===== src/rtl/core/assert_macros.svh =====
// Assertion macros used by the RTL top level
`ifndef ASSERT_MACROS_SVH
`define ASSERT_MACROS_SVH

`ifndef SYNTHESIS

// prop must hold at every clock edge outside reset
`define ASSERT_CLK(lbl, clk, rst_n, prop) \
    lbl: assert property (@(posedge clk) disable iff (!rst_n) prop) \
        else $error("assertion failed");

// cond must never be true outside reset
`define ASSERT_NEVER(lbl, clk, rst_n, cond) \
    lbl: assert property (@(posedge clk) disable iff (!rst_n) !(cond)) \
        else $error("forbidden condition seen");

`else

`define ASSERT_CLK(lbl, clk, rst_n, prop)
`define ASSERT_NEVER(lbl, clk, rst_n, cond)

`endif

`endif


===== src/rtl/core/itra_pkg.sv =====
// Shared constants, types and the digit-to-character function for integer to ASCII conversion
package itra_pkg;

    localparam int VALUE_BITS_DEF = 32;
    localparam int QUEUE_DEPTH    = 2;
    localparam int SLICE_BITS     = 8;
    localparam int RADIX_W        = 6;
    localparam int DIGIT_W        = 6;
    localparam int CHAR_W         = 8;

    localparam logic [RADIX_W-1:0] RADIX_MIN  = 6'd2;
    localparam logic [RADIX_W-1:0] RADIX_MAX  = 6'd36;
    localparam logic [DIGIT_W-1:0] DEC_DIGITS = 6'd10;

    localparam logic [CHAR_W-1:0] CHAR_ZERO  = 8'h30;
    localparam logic [CHAR_W-1:0] CHAR_A     = 8'h61;
    localparam logic [CHAR_W-1:0] CHAR_MINUS = 8'h2D;
    localparam logic [CHAR_W-1:0] CHAR_NONE  = 8'h00;

    typedef struct packed {
        logic               bad_radix;
        logic               negative;
        logic [RADIX_W-1:0] radix;
    } t_itra_ctl;

    function automatic logic [CHAR_W-1:0] itra_digit_char(input logic [DIGIT_W-1:0] d);
        logic [CHAR_W-1:0] ch;
        if (d < DEC_DIGITS) begin
            ch = CHAR_ZERO + CHAR_W'(d);
        end else begin
            ch = CHAR_A + CHAR_W'(d - DEC_DIGITS);
        end
        return ch;
    endfunction

endpackage


===== src/rtl/core/integer_to_radix_ascii.sv =====
// Converts an integer to ASCII text in a radix of 2..36, one character per result item.
// Each digit comes from the shared divider that resolves 8 quotient bits per cycle, then the
// characters (plus one for '-') go out at one per cycle while the output is not stalled.
// A 2-entry queue lets the next item wait during conversion.
// Reset (synchronous, active low) empties the queue and the output register; no clearing pass.
`include "assert_macros.svh"

module integer_to_radix_ascii #(
    parameter int VALUE_BITS = itra_pkg::VALUE_BITS_DEF
) (
    input  logic                         i_clk,
    input  logic                         i_rst_n,
    input  logic                         i_valid,
    output logic                         o_stall,
    input  logic [VALUE_BITS-1:0]        i_value,
    input  logic                         i_signed_mode,
    input  logic [itra_pkg::RADIX_W-1:0] i_radix,
    output logic                         o_valid,
    input  logic                         i_stall,
    output logic [itra_pkg::CHAR_W-1:0]  o_character,
    output logic                         o_last,
    output logic                         o_bad_radix
);
    import itra_pkg::*;

    logic                  push;
    t_itra_ctl             push_ctl;
    logic [VALUE_BITS-1:0] push_mag;
    logic                  q_full;
    logic                  q_valid;
    t_itra_ctl             q_ctl;
    logic [VALUE_BITS-1:0] q_mag;
    logic                  q_pop;

    itra_front #(
        .VALUE_BITS (VALUE_BITS)
    ) u_front (
        .i_valid       (i_valid),
        .o_stall       (o_stall),
        .i_value       (i_value),
        .i_signed_mode (i_signed_mode),
        .i_radix       (i_radix),
        .i_q_full      (q_full),
        .o_push        (push),
        .o_ctl         (push_ctl),
        .o_mag         (push_mag)
    );

    itra_queue #(
        .VALUE_BITS (VALUE_BITS),
        .DEPTH      (QUEUE_DEPTH)
    ) u_queue (
        .i_clk   (i_clk),
        .i_rst_n (i_rst_n),
        .i_push  (push),
        .i_ctl   (push_ctl),
        .i_mag   (push_mag),
        .o_full  (q_full),
        .o_valid (q_valid),
        .o_ctl   (q_ctl),
        .o_mag   (q_mag),
        .i_pop   (q_pop)
    );

    itra_back #(
        .VALUE_BITS (VALUE_BITS)
    ) u_back (
        .i_clk       (i_clk),
        .i_rst_n     (i_rst_n),
        .i_q_valid   (q_valid),
        .i_q_ctl     (q_ctl),
        .i_q_mag     (q_mag),
        .o_q_pop     (q_pop),
        .i_stall     (i_stall),
        .o_valid     (o_valid),
        .o_character (o_character),
        .o_last      (o_last),
        .o_bad_radix (o_bad_radix)
    );

    `ASSERT_CLK(a_push_lands, i_clk, i_rst_n, (i_valid && !o_stall) |=> q_valid)
    `ASSERT_NEVER(a_minus_last, i_clk, i_rst_n, o_valid && o_last && o_character == CHAR_MINUS)
    `ASSERT_CLK(a_bad_form, i_clk, i_rst_n, (o_valid && o_bad_radix) |-> (o_last && o_character == CHAR_NONE))
    `ASSERT_NEVER(a_pop_empty, i_clk, i_rst_n, q_pop && !q_valid)

endmodule


===== src/rtl/core/itra_front.sv =====
// Front end: accepts items, checks the radix, and forms sign and magnitude
module itra_front #(
    parameter int VALUE_BITS = itra_pkg::VALUE_BITS_DEF
) (
    input  logic                          i_valid,
    output logic                          o_stall,
    input  logic [VALUE_BITS-1:0]         i_value,
    input  logic                          i_signed_mode,
    input  logic [itra_pkg::RADIX_W-1:0]  i_radix,
    input  logic                          i_q_full,
    output logic                          o_push,
    output itra_pkg::t_itra_ctl           o_ctl,
    output logic [VALUE_BITS-1:0]         o_mag
);
    import itra_pkg::*;

    logic negative;

    assign negative = i_signed_mode & i_value[VALUE_BITS-1];

    assign o_stall          = i_q_full;
    assign o_push           = i_valid & ~i_q_full;
    assign o_ctl.bad_radix  = (i_radix < RADIX_MIN) || (i_radix > RADIX_MAX);
    assign o_ctl.negative   = negative;
    assign o_ctl.radix      = i_radix;
    // magnitude of the most negative value still fits: 2^(VALUE_BITS-1)
    assign o_mag = negative ? VALUE_BITS'(~i_value + 1'b1) : i_value;

endmodule


===== src/rtl/core/itra_queue.sv =====
// Short job queue between the front end and the conversion back end
module itra_queue #(
    parameter int VALUE_BITS = itra_pkg::VALUE_BITS_DEF,
    parameter int DEPTH      = itra_pkg::QUEUE_DEPTH
) (
    input  logic                  i_clk,
    input  logic                  i_rst_n,
    input  logic                  i_push,
    input  itra_pkg::t_itra_ctl   i_ctl,
    input  logic [VALUE_BITS-1:0] i_mag,
    output logic                  o_full,
    output logic                  o_valid,
    output itra_pkg::t_itra_ctl   o_ctl,
    output logic [VALUE_BITS-1:0] o_mag,
    input  logic                  i_pop
);
    import itra_pkg::*;

    localparam int QAW = (DEPTH > 1) ? $clog2(DEPTH) : 1;
    localparam int QCW = $clog2(DEPTH + 1);

    t_itra_ctl             r_ctl [DEPTH];
    logic [VALUE_BITS-1:0] r_mag [DEPTH];
    logic [QAW-1:0]        r_wr_ptr;
    logic [QAW-1:0]        r_rd_ptr;
    logic [QCW-1:0]        r_count;
    logic                  do_push;
    logic                  do_pop;

    assign o_full  = (r_count == QCW'(DEPTH));
    assign o_valid = (r_count != '0);
    assign o_ctl   = r_ctl[r_rd_ptr];
    assign o_mag   = r_mag[r_rd_ptr];
    assign do_push = i_push & ~o_full;
    assign do_pop  = i_pop & o_valid;

    always_ff @(posedge i_clk) begin
        if (do_push) begin
            r_ctl[r_wr_ptr] <= i_ctl;
            r_mag[r_wr_ptr] <= i_mag;
        end
    end

    always_ff @(posedge i_clk) begin
        if (!i_rst_n) begin
            r_wr_ptr <= '0;
            r_rd_ptr <= '0;
            r_count  <= '0;
        end else begin
            if (do_push) begin
                r_wr_ptr <= (r_wr_ptr == QAW'(DEPTH - 1)) ? '0 : r_wr_ptr + 1'b1;
            end
            if (do_pop) begin
                r_rd_ptr <= (r_rd_ptr == QAW'(DEPTH - 1)) ? '0 : r_rd_ptr + 1'b1;
            end
            if (do_push && !do_pop) begin
                r_count <= r_count + 1'b1;
            end else if (do_pop && !do_push) begin
                r_count <= r_count - 1'b1;
            end
        end
    end

endmodule


===== src/rtl/core/itra_back.sv =====
// Back end: repeated division into a digit store, then character emission (or one null marker for a bad radix)
module itra_back #(
    parameter int VALUE_BITS = itra_pkg::VALUE_BITS_DEF
) (
    input  logic                         i_clk,
    input  logic                         i_rst_n,
    input  logic                         i_q_valid,
    input  itra_pkg::t_itra_ctl          i_q_ctl,
    input  logic [VALUE_BITS-1:0]        i_q_mag,
    output logic                         o_q_pop,
    input  logic                         i_stall,
    output logic                         o_valid,
    output logic [itra_pkg::CHAR_W-1:0]  o_character,
    output logic                         o_last,
    output logic                         o_bad_radix
);
    import itra_pkg::*;

    localparam int NS    = (VALUE_BITS + SLICE_BITS - 1) / SLICE_BITS;
    localparam int PW    = NS * SLICE_BITS;
    localparam int SW    = (NS > 1) ? $clog2(NS) : 1;
    localparam int DEPTH = VALUE_BITS + 1;
    localparam int AW    = $clog2(DEPTH);
    localparam int CW    = $clog2(DEPTH + 1);

    typedef enum logic [2:0] {
        ST_IDLE,
        ST_BAD,
        ST_DIV,
        ST_LOAD,
        ST_SIGN,
        ST_EMIT
    } t_state;

    t_state               r_state;
    logic [RADIX_W-1:0]   r_radix;
    logic                 r_negative;
    logic [PW-1:0]        r_dvd;
    logic [PW-1:0]        r_quo;
    logic [DIGIT_W-1:0]   r_rem;
    logic [SW-1:0]        r_slice;
    logic [CW-1:0]        r_count;
    logic [AW-1:0]        r_idx;
    logic [DIGIT_W-1:0]   r_digits [DEPTH];
    logic [DIGIT_W-1:0]   r_rd_digit;
    logic                 r_out_valid;
    logic [CHAR_W-1:0]    r_char;
    logic                 r_last;
    logic                 r_bad;

    logic [DIGIT_W-1:0]   n_rem;
    logic [DIGIT_W:0]     trial;
    logic [SLICE_BITS-1:0] qbits;
    logic [PW-1:0]        n_quo;
    logic                 slice_last;
    logic                 slot_free;
    logic                 emit_now;
    logic                 mem_we;
    logic                 rd_en;
    logic [AW-1:0]        rd_addr;

    // restoring division, one slice of quotient bits per cycle
    always_comb begin
        n_rem = r_rem;
        qbits = '0;
        trial = '0;
        for (int k = 0; k < SLICE_BITS; k++) begin
            trial = {n_rem, r_dvd[PW-1-k]};
            if (trial >= {1'b0, r_radix}) begin
                n_rem = DIGIT_W'(trial - {1'b0, r_radix});
                qbits[SLICE_BITS-1-k] = 1'b1;
            end else begin
                n_rem = trial[DIGIT_W-1:0];
            end
        end
    end

    assign n_quo      = (r_quo << SLICE_BITS) | PW'(qbits);
    assign slice_last = (r_slice == SW'(NS - 1));
    assign slot_free  = ~r_out_valid | ~i_stall;
    assign emit_now   = slot_free &
                        ((r_state == ST_BAD) || (r_state == ST_SIGN) || (r_state == ST_EMIT));
    assign o_q_pop    = (r_state == ST_IDLE) & i_q_valid;
    assign mem_we     = (r_state == ST_DIV) & slice_last;

    always_comb begin
        rd_en   = 1'b0;
        rd_addr = r_idx - 1'b1;
        if (r_state == ST_LOAD) begin
            rd_en   = 1'b1;
            rd_addr = AW'(r_count - 1'b1);
        end else if (r_state == ST_EMIT && slot_free && r_idx != '0) begin
            rd_en = 1'b1;
        end
    end

    always_ff @(posedge i_clk) begin
        if (mem_we) begin
            r_digits[r_count[AW-1:0]] <= n_rem;
        end
        if (rd_en) begin
            r_rd_digit <= r_digits[rd_addr];
        end
    end

    always_ff @(posedge i_clk) begin
        if (!i_rst_n) begin
            r_state     <= ST_IDLE;
            r_out_valid <= 1'b0;
        end else begin
            if (emit_now) begin
                r_out_valid <= 1'b1;
            end else if (!i_stall) begin
                r_out_valid <= 1'b0;
            end
            unique case (r_state)
                ST_IDLE: begin
                    if (i_q_valid) begin
                        r_radix    <= i_q_ctl.radix;
                        r_negative <= i_q_ctl.negative;
                        r_dvd      <= PW'(i_q_mag);
                        r_rem      <= '0;
                        r_slice    <= '0;
                        r_count    <= '0;
                        r_state    <= i_q_ctl.bad_radix ? ST_BAD : ST_DIV;
                    end
                end
                ST_BAD: begin
                    if (slot_free) begin
                        r_char      <= CHAR_NONE;
                        r_last      <= 1'b1;
                        r_bad       <= 1'b1;
                        r_state     <= ST_IDLE;
                    end
                end
                ST_DIV: begin
                    r_quo <= n_quo;
                    if (slice_last) begin
                        // digit done: restart on the quotient or finish
                        r_count <= r_count + 1'b1;
                        r_dvd   <= n_quo;
                        r_rem   <= '0;
                        r_slice <= '0;
                        if (n_quo == '0) begin
                            r_state <= ST_LOAD;
                        end
                    end else begin
                        r_dvd   <= r_dvd << SLICE_BITS;
                        r_rem   <= n_rem;
                        r_slice <= r_slice + 1'b1;
                    end
                end
                ST_LOAD: begin
                    r_idx   <= AW'(r_count - 1'b1);
                    r_state <= r_negative ? ST_SIGN : ST_EMIT;
                end
                ST_SIGN: begin
                    if (slot_free) begin
                        r_char      <= CHAR_MINUS;
                        r_last      <= 1'b0;
                        r_bad       <= 1'b0;
                        r_state     <= ST_EMIT;
                    end
                end
                ST_EMIT: begin
                    if (slot_free) begin
                        r_char      <= itra_digit_char(r_rd_digit);
                        r_last      <= (r_idx == '0);
                        r_bad       <= 1'b0;
                        if (r_idx == '0) begin
                            r_state <= ST_IDLE;
                        end else begin
                            r_idx <= r_idx - 1'b1;
                        end
                    end
                end
                default: begin
                    r_state <= ST_IDLE;
                end
            endcase
        end
    end

    assign o_valid     = r_out_valid;
    assign o_character = r_char;
    assign o_last      = r_last;
    assign o_bad_radix = r_bad;

endmodule


===== config.mk =====
export PLATFORM = sky130hd
export DESIGN_NAME = integer_to_radix_ascii
export DESIGN_NICKNAME = d
export VERILOG_FILES = /design/src/rtl/core/itra_pkg.sv /design/src/rtl/core/integer_to_radix_ascii.sv /design/src/rtl/core/itra_front.sv /design/src/rtl/core/itra_queue.sv /design/src/rtl/core/itra_back.sv
export VERILOG_INCLUDE_DIRS = /design/src /design/src/rtl/core
export SDC_FILE = /design/constraint.sdc
export NUM_CORES = 1
export LEC_CHECK = 0
export ABC_AREA = 0
export BUFFER_PORTS_ARGS = -buffer_cell sky130_fd_sc_hd__buf_2
export CAP_MARGIN = 20
export CORE_MARGIN = 1.5
export CORE_UTILIZATION = 30
export CTS_BUF_LIST = sky130_fd_sc_hd__clkbuf_2
export CTS_CLUSTER_DIAMETER = 80
export CTS_CLUSTER_SIZE = 40
export DETAILED_ROUTE_END_ITERATION = 10
export GPL_TIMING_DRIVEN = 0
export HOLD_SLACK_MARGIN = 0.06
export MAX_ROUTING_LAYER = met4
export SLEW_MARGIN = 20
export SYNTH_ARGS = -nofsm -noshare
export SYNTH_HDL_FRONTEND = slang
export SYNTH_SLANG_ARGS = --single-unit
export TNS_END_PERCENT = 20

===== constraint.sdc =====
create_clock -name i_clk -period 36.5 [get_ports i_clk]
set_input_delay 5.475 -clock i_clk [delete_from_list [all_inputs] [get_ports i_clk]]
set_output_delay 5.475 -clock i_clk [all_outputs]
set_load 0.005 [all_outputs]

Yosys cells after proc, flatten, opt, wreduce, memory -nomap -nowiden
Memory sizes are Yosys's and may differ from the RTL's. A register that Yosys moved wholly into a read port is not among the register bits. Index checks and enable logic that the tools add are counted.

Bitwise logic cells: 13. Add/sub/neg operators: 20. Reductions and logical operators: 28. Equal/unequal tests: 17. Multiplexer cells: 68. $lt $le $gt $ge: 11.

Operators by type and width (count): 2-to-1 mux 32 bit (3); 2-to-1 mux 6 bit (14); one-hot mux 32 bit (2 select lines) (1); >= comparator 7 x 6 -> 1 bit (8); subtractor 6 bit (8); one-hot mux 6 bit (2 select lines) (3); adder 32 x 1 -> 32 bit, second input constant (1); logical NOT 32 bit (1); 2-to-1 mux 8 bit (4); NOT 32 bit (1); OR 32 x 8 -> 32 bit (1); 2-to-1 mux 1 bit (26); one-hot mux 8 bit (3 select lines) (1); 2-to-1 mux 3 bit (7); one-hot mux 3 bit (6 select lines) (1); inequality test 2 x 1 -> 1 bit, second input constant (7); AND reduction 4 bit (3); subtractor 6 x 1 -> 6 bit, second input constant (2); 2-to-1 mux 2 bit (5); nonzero test 2 bit (5); adder 7 x 8 -> 8 bit, first input constant (1); adder 6 x 6 -> 7 bit, first input constant (1); bitwise AND 1 bit (7); AND reduction 7 bit (1); other kinds (29) (45).

Output and inout port bits: 12. Logic and storage cells: 176. Memory bits (writable): 278. Input bits: 43. Memories kept: 3. Register bits: 101.

Memories: u_back.r_digits (depth 33, width 6, rd ports 1, clocked after Yosys merged registers in 1, wr ports 1, RTL line itra_back.sv:44) `logic [DIGIT_W-1:0] r_digits [DEPTH];`; u_queue.r_mag (depth 2, width 32, rd ports 1, clocked after Yosys merged registers in 1, wr ports 1, RTL line itra_queue.sv:23) `logic [VALUE_BITS-1:0] r_mag [DEPTH];`; u_queue.r_ctl (depth 2, width 8, rd ports 1, clocked after Yosys merged registers in 1, wr ports 1, RTL line itra_queue.sv:22) `t_itra_ctl r_ctl [DEPTH];`.

Longest topological paths before layout
Gate-level depths: netlist of the first run.

Depth in word-level cells: 21. Depth in mapped cells: 83. Gate-level depth less buffers: 80.

Cells and area by module
A second synthesis of the first run with hierarchy kept.

Cell total of the unflattened synthesis: 1389. Area, all modules: 19174.6 um^2.

Modules (own cells, without submodules): itra_back (times used 1, sequential area each 8998.6 um^2, area an instance 15104.5 um^2, cells an instance 1100); itra_queue (times used 1, sequential area each 2502.4 um^2, area an instance 3109.2 um^2, cells an instance 149); itra_front (times used 1, sequential area each 0.0 um^2, area an instance 960.9 um^2, cells an instance 140).

Worst setup path before layout of the first run
No wires, ideal clock.

Path type: register to register. Start point: register u_back.r_radix[1]. End point: register u_back.r_rem[0], data pin. Setup time: 161 ps. Data required time: 36339 ps. Slack: 19563 ps. Stages on the path, launching flop included: 81. Path buffers: 3. Arrival time: 16776 ps. Period minus slack after synthesis: 16937 ps. Cells stage by stage: edfxtp_1 > inv_1 > ha_1 > or2_2 > a21oi_1 > o21a_1 > buf_6 > nor2_1 > a21oi_1 > inv_1 > ha_1 > a21o_1 > a21oi_1 > o21ai_0 > a221o_1 > nor2_4 > buf_6 > inv_6 > (+45 left out) > o21ai_0 > nand2b_1 > a21o_1 > a21o_1 > a211o_1 > a21o_2 > nor2_2 > inv_2 > mux2i_1 > ha_1 > a21o_1 > a21o_1 > a21o_1 > a21o_1 > a211o_1 > a211oi_4 > mux2i_1 > nor3b_1.

Cells in the longest elaborated chain, start to end: 18. Elaborated cells on any way between the ends: 25. Those cells by class: add/sub: 7; order compare: 8; mux: 10.

RTL lines: start: declaration (RTL line itra_back.sv:36) `logic [RADIX_W-1:0] r_radix;`; start signal: assignment (RTL line itra_back.sv:119) `r_radix <= i_q_ctl.radix;`; subtractor 6 bit or >= comparator 7 x 6 -> 1 bit (tied branches) (RTL line itra_back.sv:70, itra_back.sv:69); 2-to-1 mux 6 bit (RTL line itra_back.sv:69) `if (trial >= {1'b0, r_radix}) begin`; subtractor 6 bit or >= comparator 7 x 6 -> 1 bit (tied branches) (RTL line itra_back.sv:70, itra_back.sv:69); 2-to-1 mux 6 bit (RTL line itra_back.sv:69); subtractor 6 bit or >= comparator 7 x 6 -> 1 bit (tied branches) (RTL line itra_back.sv:70, itra_back.sv:69); 2-to-1 mux 6 bit (RTL line itra_back.sv:69); subtractor 6 bit or >= comparator 7 x 6 -> 1 bit (tied branches) (RTL line itra_back.sv:70, itra_back.sv:69); 2-to-1 mux 6 bit (RTL line itra_back.sv:69); (+3 left out); 2-to-1 mux 6 bit (RTL line itra_back.sv:69); subtractor 6 bit or >= comparator 7 x 6 -> 1 bit (tied branches) (RTL line itra_back.sv:70, itra_back.sv:69); 2-to-1 mux 6 bit (RTL line itra_back.sv:69); >= comparator 7 x 6 -> 1 bit * (RTL line itra_back.sv:69); 2-to-1 mux 6 bit * (RTL line itra_back.sv:69); net u_back.n_rem[0] (RTL line itra_back.sv:51) `logic [DIGIT_W-1:0] n_rem;`; 2-to-1 mux 6 bit * (RTL line itra_back.sv:138) `if (slice_last) begin`; one-hot mux 6 bit (2 select lines) * (RTL line itra_back.sv:116) `unique case (r_state)`; end signal: assignment (RTL line itra_back.sv:149) `r_rem <= n_rem;`; end: declaration (RTL line itra_back.sv:40) `logic [DIGIT_W-1:0] r_rem;`.

The timed path passes the listed nets; every way through them passes the cells marked *. A chain may end at the register's enable or synchronous reset.

Final worst setup path of the first run
Start point: register u_back.r_radix[1]. End point: register u_back.r_rem[2], data pin.

Cells in the longest elaborated chain, start to end: 18. Elaborated cells on any way between the ends: 26. Those cells by class: add/sub: 8; order compare: 8; mux: 10.

RTL lines (RTL line): subtractor 6 bit or >= comparator 7 x 6 -> 1 bit (tied branches) (itra_back.sv:70, itra_back.sv:69); 2-to-1 mux 6 bit (itra_back.sv:69); subtractor 6 bit or >= comparator 7 x 6 -> 1 bit (tied branches) (itra_back.sv:70, itra_back.sv:69); 2-to-1 mux 6 bit (itra_back.sv:69); subtractor 6 bit or >= comparator 7 x 6 -> 1 bit (tied branches) (itra_back.sv:70, itra_back.sv:69); 2-to-1 mux 6 bit (itra_back.sv:69); subtractor 6 bit or >= comparator 7 x 6 -> 1 bit (tied branches) (itra_back.sv:70, itra_back.sv:69); 2-to-1 mux 6 bit (itra_back.sv:69); (+3 left out); 2-to-1 mux 6 bit (itra_back.sv:69); subtractor 6 bit or >= comparator 7 x 6 -> 1 bit (tied branches) (itra_back.sv:70, itra_back.sv:69); 2-to-1 mux 6 bit (itra_back.sv:69); subtractor 6 bit or >= comparator 7 x 6 -> 1 bit (tied branches) (itra_back.sv:70, itra_back.sv:69); 2-to-1 mux 6 bit * (itra_back.sv:69); net u_back.n_rem[2] (itra_back.sv:51); 2-to-1 mux 6 bit * (itra_back.sv:138); one-hot mux 6 bit (2 select lines) * (itra_back.sv:116).

Marks and branches as above.

==> run summary, run 1 <==
status -> complete, no violations
Mapped Cells -> 1,581
mapped cell area -> 19,200 um^2
max-cap violations -> 0
routability congestion estimate -> 0.929
Routed Wire Length -> 47,400 um
drt first-iter violations -> 940
IO buf count -> 54
largest net degree at the start of global routing -> 41
CP delay by family, top -> compound AO/OA/AOI/OAI gates
cts repair resizes -> 0
Max Clk Rate -> 48.5 MHz
ys async rst share -> 0%
clock tree buffer depth -> 3
Cell Rows -> 92
Hold Crit Class -> reg -> reg
Mapped Nets -> 1,690
fin. max-slew vios -> 0
CTS H-tree depth -> 1
Clk pin slew, worst setup/hold paths -> 660 ps
prevailing post-synth register cell -> edfxtp_1
Clock Skews -> 271 ps
Slew @ Worst Pin -> 1010 ps
WL per Instance -> 18.8 um
library cells used by synthesis -> 74
fin crit share -> 56.4%
total number of vias -> 12.8k
effective utilization at floorplan -> 30.4%
CTS Buf Count -> 17
critical path class -> reg -> reg
relative slew slack -> 31.7%
DRT Pass-1 Iters -> 5
min Tclk post-route -> 20,600 ps
synthesis-to-layout area growth -> 9.12%
share of layout cells above drive strength 1 -> 8.81%
Seq cells post-synth -> 386
core outline area -> 63,200 um^2
post-DR vias/cell -> 5.10
total global-route track usage -> 14.4%
crit-path max FO -> 34
Die H -> 256 um
initial antenna violation count -> 1
number of synthesized flops with an enable pin -> 377
TNS Setup -> 0 ps
Critical Path Sink Type -> register
nets@finish -> 1,767
die width -> 256 um
DRC -> 0
CTS tree -> built
first-pass GRT wire length -> 72,400 um
crit-path max cell delay -> 860 ps
final hold violation count -> 0
CP required -> 37,290 ps
Final HPWL DP -> 34,400 um
num ports -> 55
vias in the first global route -> 12.5k
slowest CP cell -> mux2_2
register area share after synthesis -> 59.8%
Worst-Skew Late Latency -> 1160 ps
Final ANT Viol Nets -> 0
Hold Buf Count CTS -> 0
RSZ-0062 raised after global routing -> false
WP buf/inv -> 10
final setup fails -> 0
Clock Sink Count -> 386
Warnings, synthesis -> 0
area of the die -> 65,600 um^2
remaining global-route overflow -> 0
crit path DAT -> 21,390 ps
synthesized area per cell -> 12.2 um^2
crit path launch type -> register
Clock Tree Root -> clkbuf_2
postcts setup bufs -> 0
[layer usage]
| metal | global-route usage (%) | share of wire [%] | up-vias |
|---|---|---|---|
| met4 | 3.65 | 2.5 | 0 |
| met3 | 1.52 | 4.9 | 69 |
| met5 | - | 0 | - |
| li1 | - | - | 6052 |
| met1 | 18.8 | 44 | 6336 |
| met2 | 24.0 | 49 | 377 |
[kinds of logic (layout without fill, tap and decap cells)]
logic type,after synthesis,count (layout),synth area share [%]
AOI/OAI and AO/OA,368,368,12.8
xor gates and xnor gates,76,76,3.46
adders and majority gates,66,66,4.61
buffers and inverters,135,223,2.75
DFF,386,386,59.8
muxes,83,83,4.63
other,0,1,0
and+or+nand+nor,467,467,11.9
[cell usage in the layout (no fill, tap or decap), drive strengths merged, types with 19 or more instances in the layout]
cell / Yosys / layout
a21oi: 92 / 92
inv: 61 / 66
nand2: 159 / 159
nor3: 19 / 19
edfxtp: 377 / 377
nor2b: 40 / 40
and2: 58 / 58
o21ai: 50 / 50
a211oi: 96 / 96
mux2i: 57 / 57
clkbuf: 59 / 76
mux2: 26 / 26
xnor2: 40 / 40
xor2: 36 / 36
nor2: 101 / 101
ha: 58 / 58
buf: 14 / 72
a311oi: 25 / 25
a31oi: 25 / 25
[flip-flops by register name, indices dropped and copies added, names as in the netlist, named ones only]
| register | count |
|---|---|
| u_queue.r_count | 2 |
| u_queue.r_wr_ptr | 1 |
| u_back.r_count | 6 |
| u_back.r_rem | 6 |
| u_queue.r_rd_ptr | 1 |
| u_back.r_rd_digit | 6 |
| u_back.r_quo | 24 |
| u_back.o_valid | 1 |
| u_back.o_character | 8 |
| u_queue.r_mag | 64 |
| u_back.r_slice | 2 |
| u_queue.r_ctl | 16 |
| u_back.r_idx | 6 |
| u_back.r_negative | 1 |
| u_back.o_last | 1 |
| u_back.r_digits | 198 |
| u_back.o_bad_radix | 1 |
| u_back.r_dvd | 32 |
| u_back.r_radix | 6 |
| u_back.r_state | 3 |
[stage by stage]
stage	instances	setup slack, ps	instance area [um^2]	hold WS (ps)	utilization (%)
floorplan	1581	19560	19200	450	-
global placement	2481	14670	20600	478	32.5
detailed placement	2485	16200	20700	482	32.7
CTS	2515	16020	21000	380	33.2
global route	2516	14310	21000	381	33.2
finish	2516	15900	21000	355	33.2
[final cells by class]
class	instances	area, um^2
diodes	1	2.50
flip-flops and latches	386	11500
repair buffers	58	343
well taps	846	1060
inverters	62	239
clock buffers	17	85.1
fillers	6261	42200
plain buffers	73	289
multi-input cells	1060	7230
clock inverters	13	229
[final timing paths]
| check | from | endpoint | slack, ps | cells past startpoint |
|---|---|---|---|---|
| setup reg to reg | u_back.r_radix[1] | u_back.r_rem[2] | 15900 | 78 |
| hold reg to reg | u_back.r_quo[3] | u_back.r_quo[11] | 360 | 0 |
| setup / recovery | u_back.r_radix[1] | u_back.r_rem[2] | 15900 | 78 |
| hold / removal | u_back.r_quo[3] | u_back.r_quo[11] | 360 | 0 |
[cell usage after synthesis (all sizes together) (4+ instances only)]
master	number	area (um^2)
a311oi	25	219
or2	4	25.0
mux2i	57	574
nor4	13	103
o21ai	50	250
o41ai	6	52.6
ha	58	726
a211oi	96	733
nor3	19	100
and3	8	50.1
mux2	26	315
nor2b	40	250
nor3b	9	67.6
and2	58	363
nand4	12	75.1
o211ai	4	30.0
nand2	159	599
a21oi	92	464
fa	8	160
or3	7	43.8
a21boi	9	71.3
a21o	16	121
nand2b	11	68.8
inv	61	234
nand3b	4	30.0
dfxtp	9	180
xor2	36	315
o21a	10	75.1
nor2	101	392
o22ai	9	56.3
clkbuf	59	221
nand3	18	90.1
edfxtp	377	11300
a31oi	25	156
buf	14	67.6
xnor2	40	350
Power of run 1 is left out: the tool's default activity adds up to more than one toggle a clock period on the data nets, which glitch-free logic cannot reach.
==> run 2: changes to the inputs <==
==> constraint.sdc (replaced) <==
create_clock -name i_clk -period 18.27 [get_ports i_clk]
set_input_delay 2.7405 -clock i_clk [delete_from_list [all_inputs] [get_ports i_clk]]
set_output_delay 2.7405 -clock i_clk [all_outputs]
set_load 0.005 [all_outputs]
==> run 2 against run 1 <==
  * Cell area up 3.1%
  * Highest routed layer unchanged
  * Die area unchanged
  * Clock-buffer cell count unchanged
  * Hold slack better by 10 ps
  * Largest cell class unchanged
==> run summary, run 2 (synthesis results as in run 1) <==
status -> complete, no violations (unchanged)
area of the die -> 65,600 um^2 (unchanged)
final setup fails -> 0 (unchanged)
Hold Startpoint -> u_back.r_quo[3] (unchanged)
crit-path max FO -> 17 (was 34)
WL per Instance -> 19.4 um (was 18.8 um)
final hold violation count -> 0 (unchanged)
Max Clk Rate -> 57.9 MHz (was 48.5 MHz)
FF+latch area -> 11,500 um^2 (unchanged)
clock tree buffer depth -> 3 (unchanged)
Final HPWL DP -> 34,400 um (unchanged)
core outline area -> 63,200 um^2 (unchanged)
Critical Path Sink Type -> register (unchanged)
Die H -> 256 um (unchanged)
Clock Skews -> 276 ps (was 271 ps)
Hold Crit Class -> reg -> reg (unchanged)
crit path DAT -> 17,980 ps (was 21,390 ps)
initial antenna violation count -> 1 (unchanged)
remaining global-route overflow -> 0 (unchanged)
critical path class -> reg -> reg (unchanged)
total global-route track usage -> 14.6% (was 14.4%)
DRT Pass-1 Iters -> 7 (was 5)
placed cell count -> 2,485 (unchanged)
Slew @ Worst Pin -> 1030 ps (was 1010 ps)
CTS tree -> built (unchanged)
min Tclk post-route -> 17,270 ps (was 20,600 ps)
commonest non-fill, non-tap cell in the layout -> edfxtp_1 (unchanged)
Fillers -> 6,221 (was 6,261)
most frequent CP cell -> a21o_1
synthesis-to-layout area growth -> 12.5% (was 9.12%)
Routed Wire Length -> 49,800 um (was 47,400 um)
effective utilization at floorplan -> 30.4% (unchanged)
total number of vias -> 13.2k (was 12.8k)
first-pass GRT wire length -> 73,200 um (was 72,400 um)
relative slew slack -> 30.5% (was 31.7%)
nets@finish -> 1,814 (was 1,767)
CP startpoint -> u_back.r_radix[1] (unchanged)
area occupied by multi-input gates -> 7520 um^2 (was 7230 um^2)
share of layout cells above drive strength 1 -> 12.5% (was 8.81%)
Final ANT Viol Nets -> 0 (unchanged)
num ports -> 55 (unchanged)
max FFs per register -> 198 (unchanged)
Clock Sink Count -> 386 (unchanged)
crit-path max cell delay -> 600 ps (was 860 ps)
fin crit share -> 94.6% (was 56.4%)
CTS Buf Count -> 17 (unchanged)
drt first-iter violations -> 1,071 (was 940)
IO buf count -> 54 (unchanged)
post-DR vias/cell -> 5.15 (was 5.10)
worst reg-to-reg setup slack -> 1000 ps (was 15,900 ps)
Cell Rows -> 92 (unchanged)
CP required -> 18,970 ps (was 37,290 ps)
most frequent cells in the layout -> edfxtp_1 (377), nand2_1 (157), nor2_1 (97), a211oi_1 (93), a21oi_1 (88) (was edfxtp_1 (377), nand2_1 (158), nor2_1 (97), a211oi_1 (95), a21oi_1 (91))
Layout Cells excl Fill -> 2,563 (was 2,516)
fin. max-slew vios -> 0 (unchanged)
die width -> 256 um (unchanged)
vias in the first global route -> 12.6k (was 12.5k)
Worst R2R Start -> u_back.r_radix[1] (unchanged)
Clock Tree Root -> clkbuf_2 (unchanged)
slowest CP cell -> edfxtp_1 (was mux2_2)
Clk pin slew, worst setup/hold paths -> 660 ps (about the same)
RSZ-0062 raised after global routing -> false (unchanged)
largest net degree at the start of global routing -> 41 (unchanged)
crit path launch type -> register (unchanged)
max-cap violations -> 0 (unchanged)
DRC -> 0 (unchanged)
CTS H-tree depth -> 1 (unchanged)
Worst-Skew Late Latency -> 1170 ps (was 1160 ps)
routability congestion estimate -> 0.929 (unchanged)
-- run 2: what timing repair did --
item,CTS,global route
hold endpoints to repair,0,0
setup endpoints to repair,207,207
buffers inserted,13,30
gates resized for setup,21,29
gates cloned,0,4
pin swaps,4,10
hold buffers,0,0
-- run 2: layout make-up --
cell class | instances | area share [%]
antenna | 1 | 0.0116
buffer | 73 | 1.35
clock buffer | 17 | 0.393
clock inverter | 13 | 1.06
inverter | 62 | 1.16
multi-input combinational | 1064 | 34.8
sequential | 386 | 53.2
tap | 846 | 4.89
timing repair buffer | 101 | 3.19
-- run 2: final timing paths --
| path | to | cells past startpoint |
|---|---|---|
| max | u_back.r_rem[3] | 81 |
| min | u_back.r_quo[11] | 0 |
| min reg2reg | u_back.r_quo[11] | 0 |
| max reg2reg | u_back.r_rem[3] | 81 |
-- run 2: stage by stage --
step	cell area, um^2	setup TNS (ps)	util [%]	worst slack (ps)	hold WS (ps)
floorplan	19200	0	-	1330	450
global placement	20600	-377310	32.5	-3560	478
detailed placement	20700	-377600	32.7	-2030	482
CTS	21200	0	33.6	64.4	380
global route	21600	0	34.2	3.70	376
finish	21600	0	34.2	995	365
-- run 2: critical path, delay by kind of cell (launching register included) --
family	cells	cell delay, ps
mux	7	1990
buf+inv	13	1900
flops	1	600
compound gates	35	7480
fa+ha+maj	8	2320
simple gates	18	2660
-- run 2: metal layers --
metal | GRT usage [%] | wire, um | vias to the layer above
li1 | - | - | 6136
met5 | - | 0 | -
met3 | 1.58 | 2680 | 79
met1 | 19.0 | 21600 | 6543
met4 | 3.75 | 1420 | 0
met2 | 24.2 | 24100 | 430
Power of run 2 is left out for the same reason.
==> run 3: changes to the inputs <==
--- a/config.mk
+++ b/config.mk
@@ -21,5 +21,6 @@
 export SLEW_MARGIN = 20
 export SYNTH_ARGS = -nofsm -noshare
 export SYNTH_HDL_FRONTEND = slang
+export SYNTH_HIERARCHICAL = 1
 export SYNTH_SLANG_ARGS = --single-unit
 export TNS_END_PERCENT = 20
==> run 3 against run 2 <==
  * Non-clock buffer count down 28
  * Area after synthesis down 0.28%
  * Synthesized cell count down 12%
  * Global-route usage down 0.58 points
  * Die area down 0.28%
  * First-iteration DRC count down 3.2%
  * Sequential share of layout area up 0.69 points
  * Cell area down 1.3%
  * Core utilization down 0.38 points
  * Final cell count down 8.1%
  * Flip-flop and latch count unchanged
==> run summary, run 3 <==
TNS Setup -> 0 ps (unchanged)
library cells used by synthesis -> 84 (was 74)
post-DR vias/cell -> 4.93 (was 5.15)
met3 WL -> 2420 um (was 2680 um)
Final ANT Viol Nets -> 0 (unchanged)
area of the die -> 65,400 um^2 (was 65,600 um^2)
max FFs per register -> 198 (unchanged)
final setup fails -> 0 (unchanged)
synthesized area per cell -> 13.8 um^2 (was 12.2 um^2)
crit path launch type -> register (unchanged)
Routed Wire Length -> 46,300 um (was 49,800 um)
Clock Skews -> 150 ps (was 276 ps)
relative slew slack -> 33.5% (was 30.5%)
Hold Startpoint -> u_queue/r_count[1] (was u_back.r_quo[3])
hold path depth -> 2 (was 0)
reg2reg end -> u_back/r_rem[2] (was u_back.r_rem[3])
worst reg-to-reg setup slack -> 920 ps (was 1000 ps)
fin. max-slew vios -> 0 (unchanged)
Worst R2R Start -> u_back/r_radix[1] (was u_back.r_radix[1])
share of layout cells above drive strength 1 -> 20.8% (was 12.5%)
Warnings, synthesis -> 6 (was 0)
effective utilization at floorplan -> 30.4% (about the same)
crit-path max cell delay -> 540 ps (was 600 ps)
max-cap violations -> 0 (unchanged)
DRT Pass-1 Iters -> 5 (was 7)
Post-Place Setup Slack -> -2140 ps (was -2030 ps)
crit path DAT -> 18,170 ps (was 17,980 ps)
CTS H-tree depth -> 1 (unchanged)
core outline area -> 63,100 um^2 (was 63,200 um^2)
Top Metal Used -> met4 (unchanged)
Cell Rows -> 92 (unchanged)
clock tree buffer depth -> 3 (unchanged)
die width -> 256 um (about the same)
FF+latch area -> 11,500 um^2 (unchanged)
routed wire length on met2 -> 22,700 um (was 24,100 um)
ranking of synthesized cells by area -> edfxtp_1 (59%), mux4_2 (5.6%), ha_1 (3.8%) (was edfxtp_1 (59%), ha_1 (3.8%), a211oi_1 (3.7%))
routability congestion estimate -> 0.847 (was 0.929)
Fillers -> 6,252 (was 6,221)
top post-synthesis cells by count -> edfxtp_1 (377), nor2_1 (96), nand2_1 (93), o21ai_0 (75), inv_1 (67) (was edfxtp_1 (377), nand2_1 (158), nor2_1 (98), a211oi_1 (95), a21oi_1 (91))
status -> complete, no violations (unchanged)
top cell type's share of synthesized area -> 59.0% (was 58.9%)
Mapped Cells -> 1,389 (was 1,581)
vias in the first global route -> 11.5k (was 12.6k)
Die H -> 256 um (about the same)
final hold violation count -> 0 (unchanged)
total global-route track usage -> 14.0% (was 14.6%)
Hold Buf Count CTS -> 0 (unchanged)
slowest CP cell -> edfxtp_1 (unchanged)
fin crit share -> 94.9% (was 94.6%)
met1 WL -> 20,500 um (was 21,600 um)
CTS Buf Count -> 17 (unchanged)
critical path class -> reg -> reg (unchanged)
Max Clk Rate -> 57.7 MHz (was 57.9 MHz)
top-count cell post-synth -> edfxtp_1 (unchanged)
most frequent cells in the layout -> edfxtp_1 (377), nor2_1 (96), nand2_1 (93), o21ai_0 (74), inv_1 (64) (was edfxtp_1 (377), nand2_1 (157), nor2_1 (97), a211oi_1 (93), a21oi_1 (88))
Final HPWL DP -> 32,000 um (was 34,400 um)
ys async rst share -> 0% (unchanged)
remaining global-route overflow -> 0 (unchanged)
mux cell area share after synthesis -> 12.3% (was 4.63%)
Clk pin slew, worst setup/hold paths -> 540 ps (was 660 ps)
Seq cells post-synth -> 386 (unchanged)
num ports -> 55 (unchanged)
IO buf count -> 53 (was 54)
Hold Crit Class -> reg -> reg (unchanged)
nets@finish -> 1,609 (was 1,814)
mapped cell area -> 19,200 um^2 (about the same)
prevailing post-synth register cell -> edfxtp_1 (unchanged)
min Tclk post-route -> 17,350 ps (was 17,270 ps)
Synth Area in Adders -> 4.69% (was 4.61%)
commonest non-fill, non-tap cell in the layout -> edfxtp_1 (unchanged)
largest net degree at the start of global routing -> 41 (unchanged)
Slew @ Worst Pin -> 998 ps (was 1030 ps)
WP buf/inv -> 9 (was 13)
fin util -> 33.9% (was 34.2%)
Compound-Gate Fraction of Synth Area -> 7.75% (was 12.8%)
crit-path max FO -> 17 (unchanged)
area occupied by multi-input gates -> 7320 um^2 (was 7520 um^2)
Clock Tree Root -> clkbuf_2 (unchanged)
Hold Path Sink -> u_queue/r_count[1] (was u_back.r_quo[11])
Worst-Skew Late Latency -> 1110 ps (was 1170 ps)
Synth Area in Simple Gates -> 8.89% (was 11.9%)
setup ws final -> 924 ps (was 995 ps)
total number of vias -> 11.6k (was 13.2k)
CP delay by family, top -> compound AO/OA/AOI/OAI gates (unchanged)
number of synthesized flops with an enable pin -> 377 (unchanged)
synthesis-to-layout area growth -> 11.4% (was 12.5%)
first-pass GRT wire length -> 69,400 um (was 73,200 um)
xor and xnor area share after synthesis -> 3.47% (was 3.46%)
CP required -> 19,090 ps (was 18,970 ps)
Clock Sink Count -> 386 (unchanged)
largest family of logic cells by synthesized area -> multiplexers (was compound AO/OA/AOI/OAI gates)
register area share after synthesis -> 60.0% (was 59.8%)
Critical Path Sink Type -> register (unchanged)
R2R cell count -> 75 (was 81)
DRC -> 0 (unchanged)
Mapped Nets -> 1,499 (was 1,690)
post-synth top area cell -> edfxtp_1 (unchanged)
drt first-iter violations -> 1,037 (was 1,071)
WL per Instance -> 19.7 um (was 19.4 um)
CTS tree -> built (unchanged)
initial antenna violation count -> 1 (unchanged)
-- run 3: cell types whose count changed in the layout (fill, tap and decap cells not counted), moves of 13 or more --
cell | before | now
o21ai_0 | 42 | 74
and2_1 | 50 | 13
a31oi_1 | 25 | 12
a211oi_1 | 93 | 14
a311oi_1 | 25 | 0
nand2_1 | 157 | 93
nor2b_1 | 40 | 15
mux2_2 | 17 | 56
a21oi_1 | 88 | 48
mux4_2 | 0 | 48
clkbuf_1 | 58 | 29
-- run 3: layer usage --
metal | track usage (%) | vias to the layer above
met5 | - | -
met4 | 2.12 | 0
met3 | 1.96 | 49
met2 | 23.3 | 305
met1 | 18.6 | 5806
li1 | - | 5456
-- run 3: layout make-up --
class / count / share of cell area [%]
flip-flops and latches: 386 / 53.9
multi-input cells: 875 / 34.3
well taps: 846 / 4.96
repair buffers: 87 / 2.86
inverters: 73 / 1.36
plain buffers: 59 / 1.32
clock inverters: 11 / 0.949
clock buffers: 17 / 0.398
diodes: 1 / 0.0117
-- run 3: how the worst max path moves through the flow --
| stage | end | depth (start not counted) | from | slack, ps |
|---|---|---|---|---|
| floorplan | u_back/r_digits[0][0] | 78 | u_back/r_radix[1] | 1650 |
| global placement | u_back/r_digits[24][0] | 78 | u_back/r_radix[1] | -3410 |
| detailed placement | u_back/r_rem[4] | 78 | u_back/r_radix[1] | -2140 |
| CTS | u_back/r_rem[5] | 78 | u_back/r_radix[4] | 10 |
| global route | u_back/r_rem[4] | 76 | u_back/r_radix[1] | -30 |
| finish | u_back/r_rem[2] | 75 | u_back/r_radix[1] | 920 |
-- run 3: through the flow --
stage	hold slack, ps	instances	cell area (um^2)
floorplan	450	1389	19200
global placement	478	2288	20500
detailed placement	484	2293	20600
CTS	534	2332	21100
global route	574	2355	21400
finish	533	2355	21400
-- run 3: timing repair --
| item | CTS | global route |
|---|---|---|
| resized for setup | 11 | 19 |
| buffers inserted | 8 | 21 |
| setup endpoints to repair | 207 | 207 |
| pin swaps | 3 | 3 |
| cloned | 4 | 1 |
-- run 3: logic make-up (layout without fill, tap and decap cells) --
| family | after synthesis | count (layout) |
|---|---|---|
| flops | 386 | 386 |
| simple gates | 337 | 337 |
| compound gates | 226 | 226 |
| mux | 164 | 169 |
| buf+inv | 133 | 247 |
| xor+xnor | 76 | 76 |
| fa+ha+maj | 67 | 67 |
| other cells | 0 | 1 |
-- run 3: worst min-delay path: cells and delay by family, from the launching register on --
family	cells	cell delay, ps
flip-flops	1	440
AO/OA/AOI/OAI	2	140
Power of run 3 is left out for the same reason.
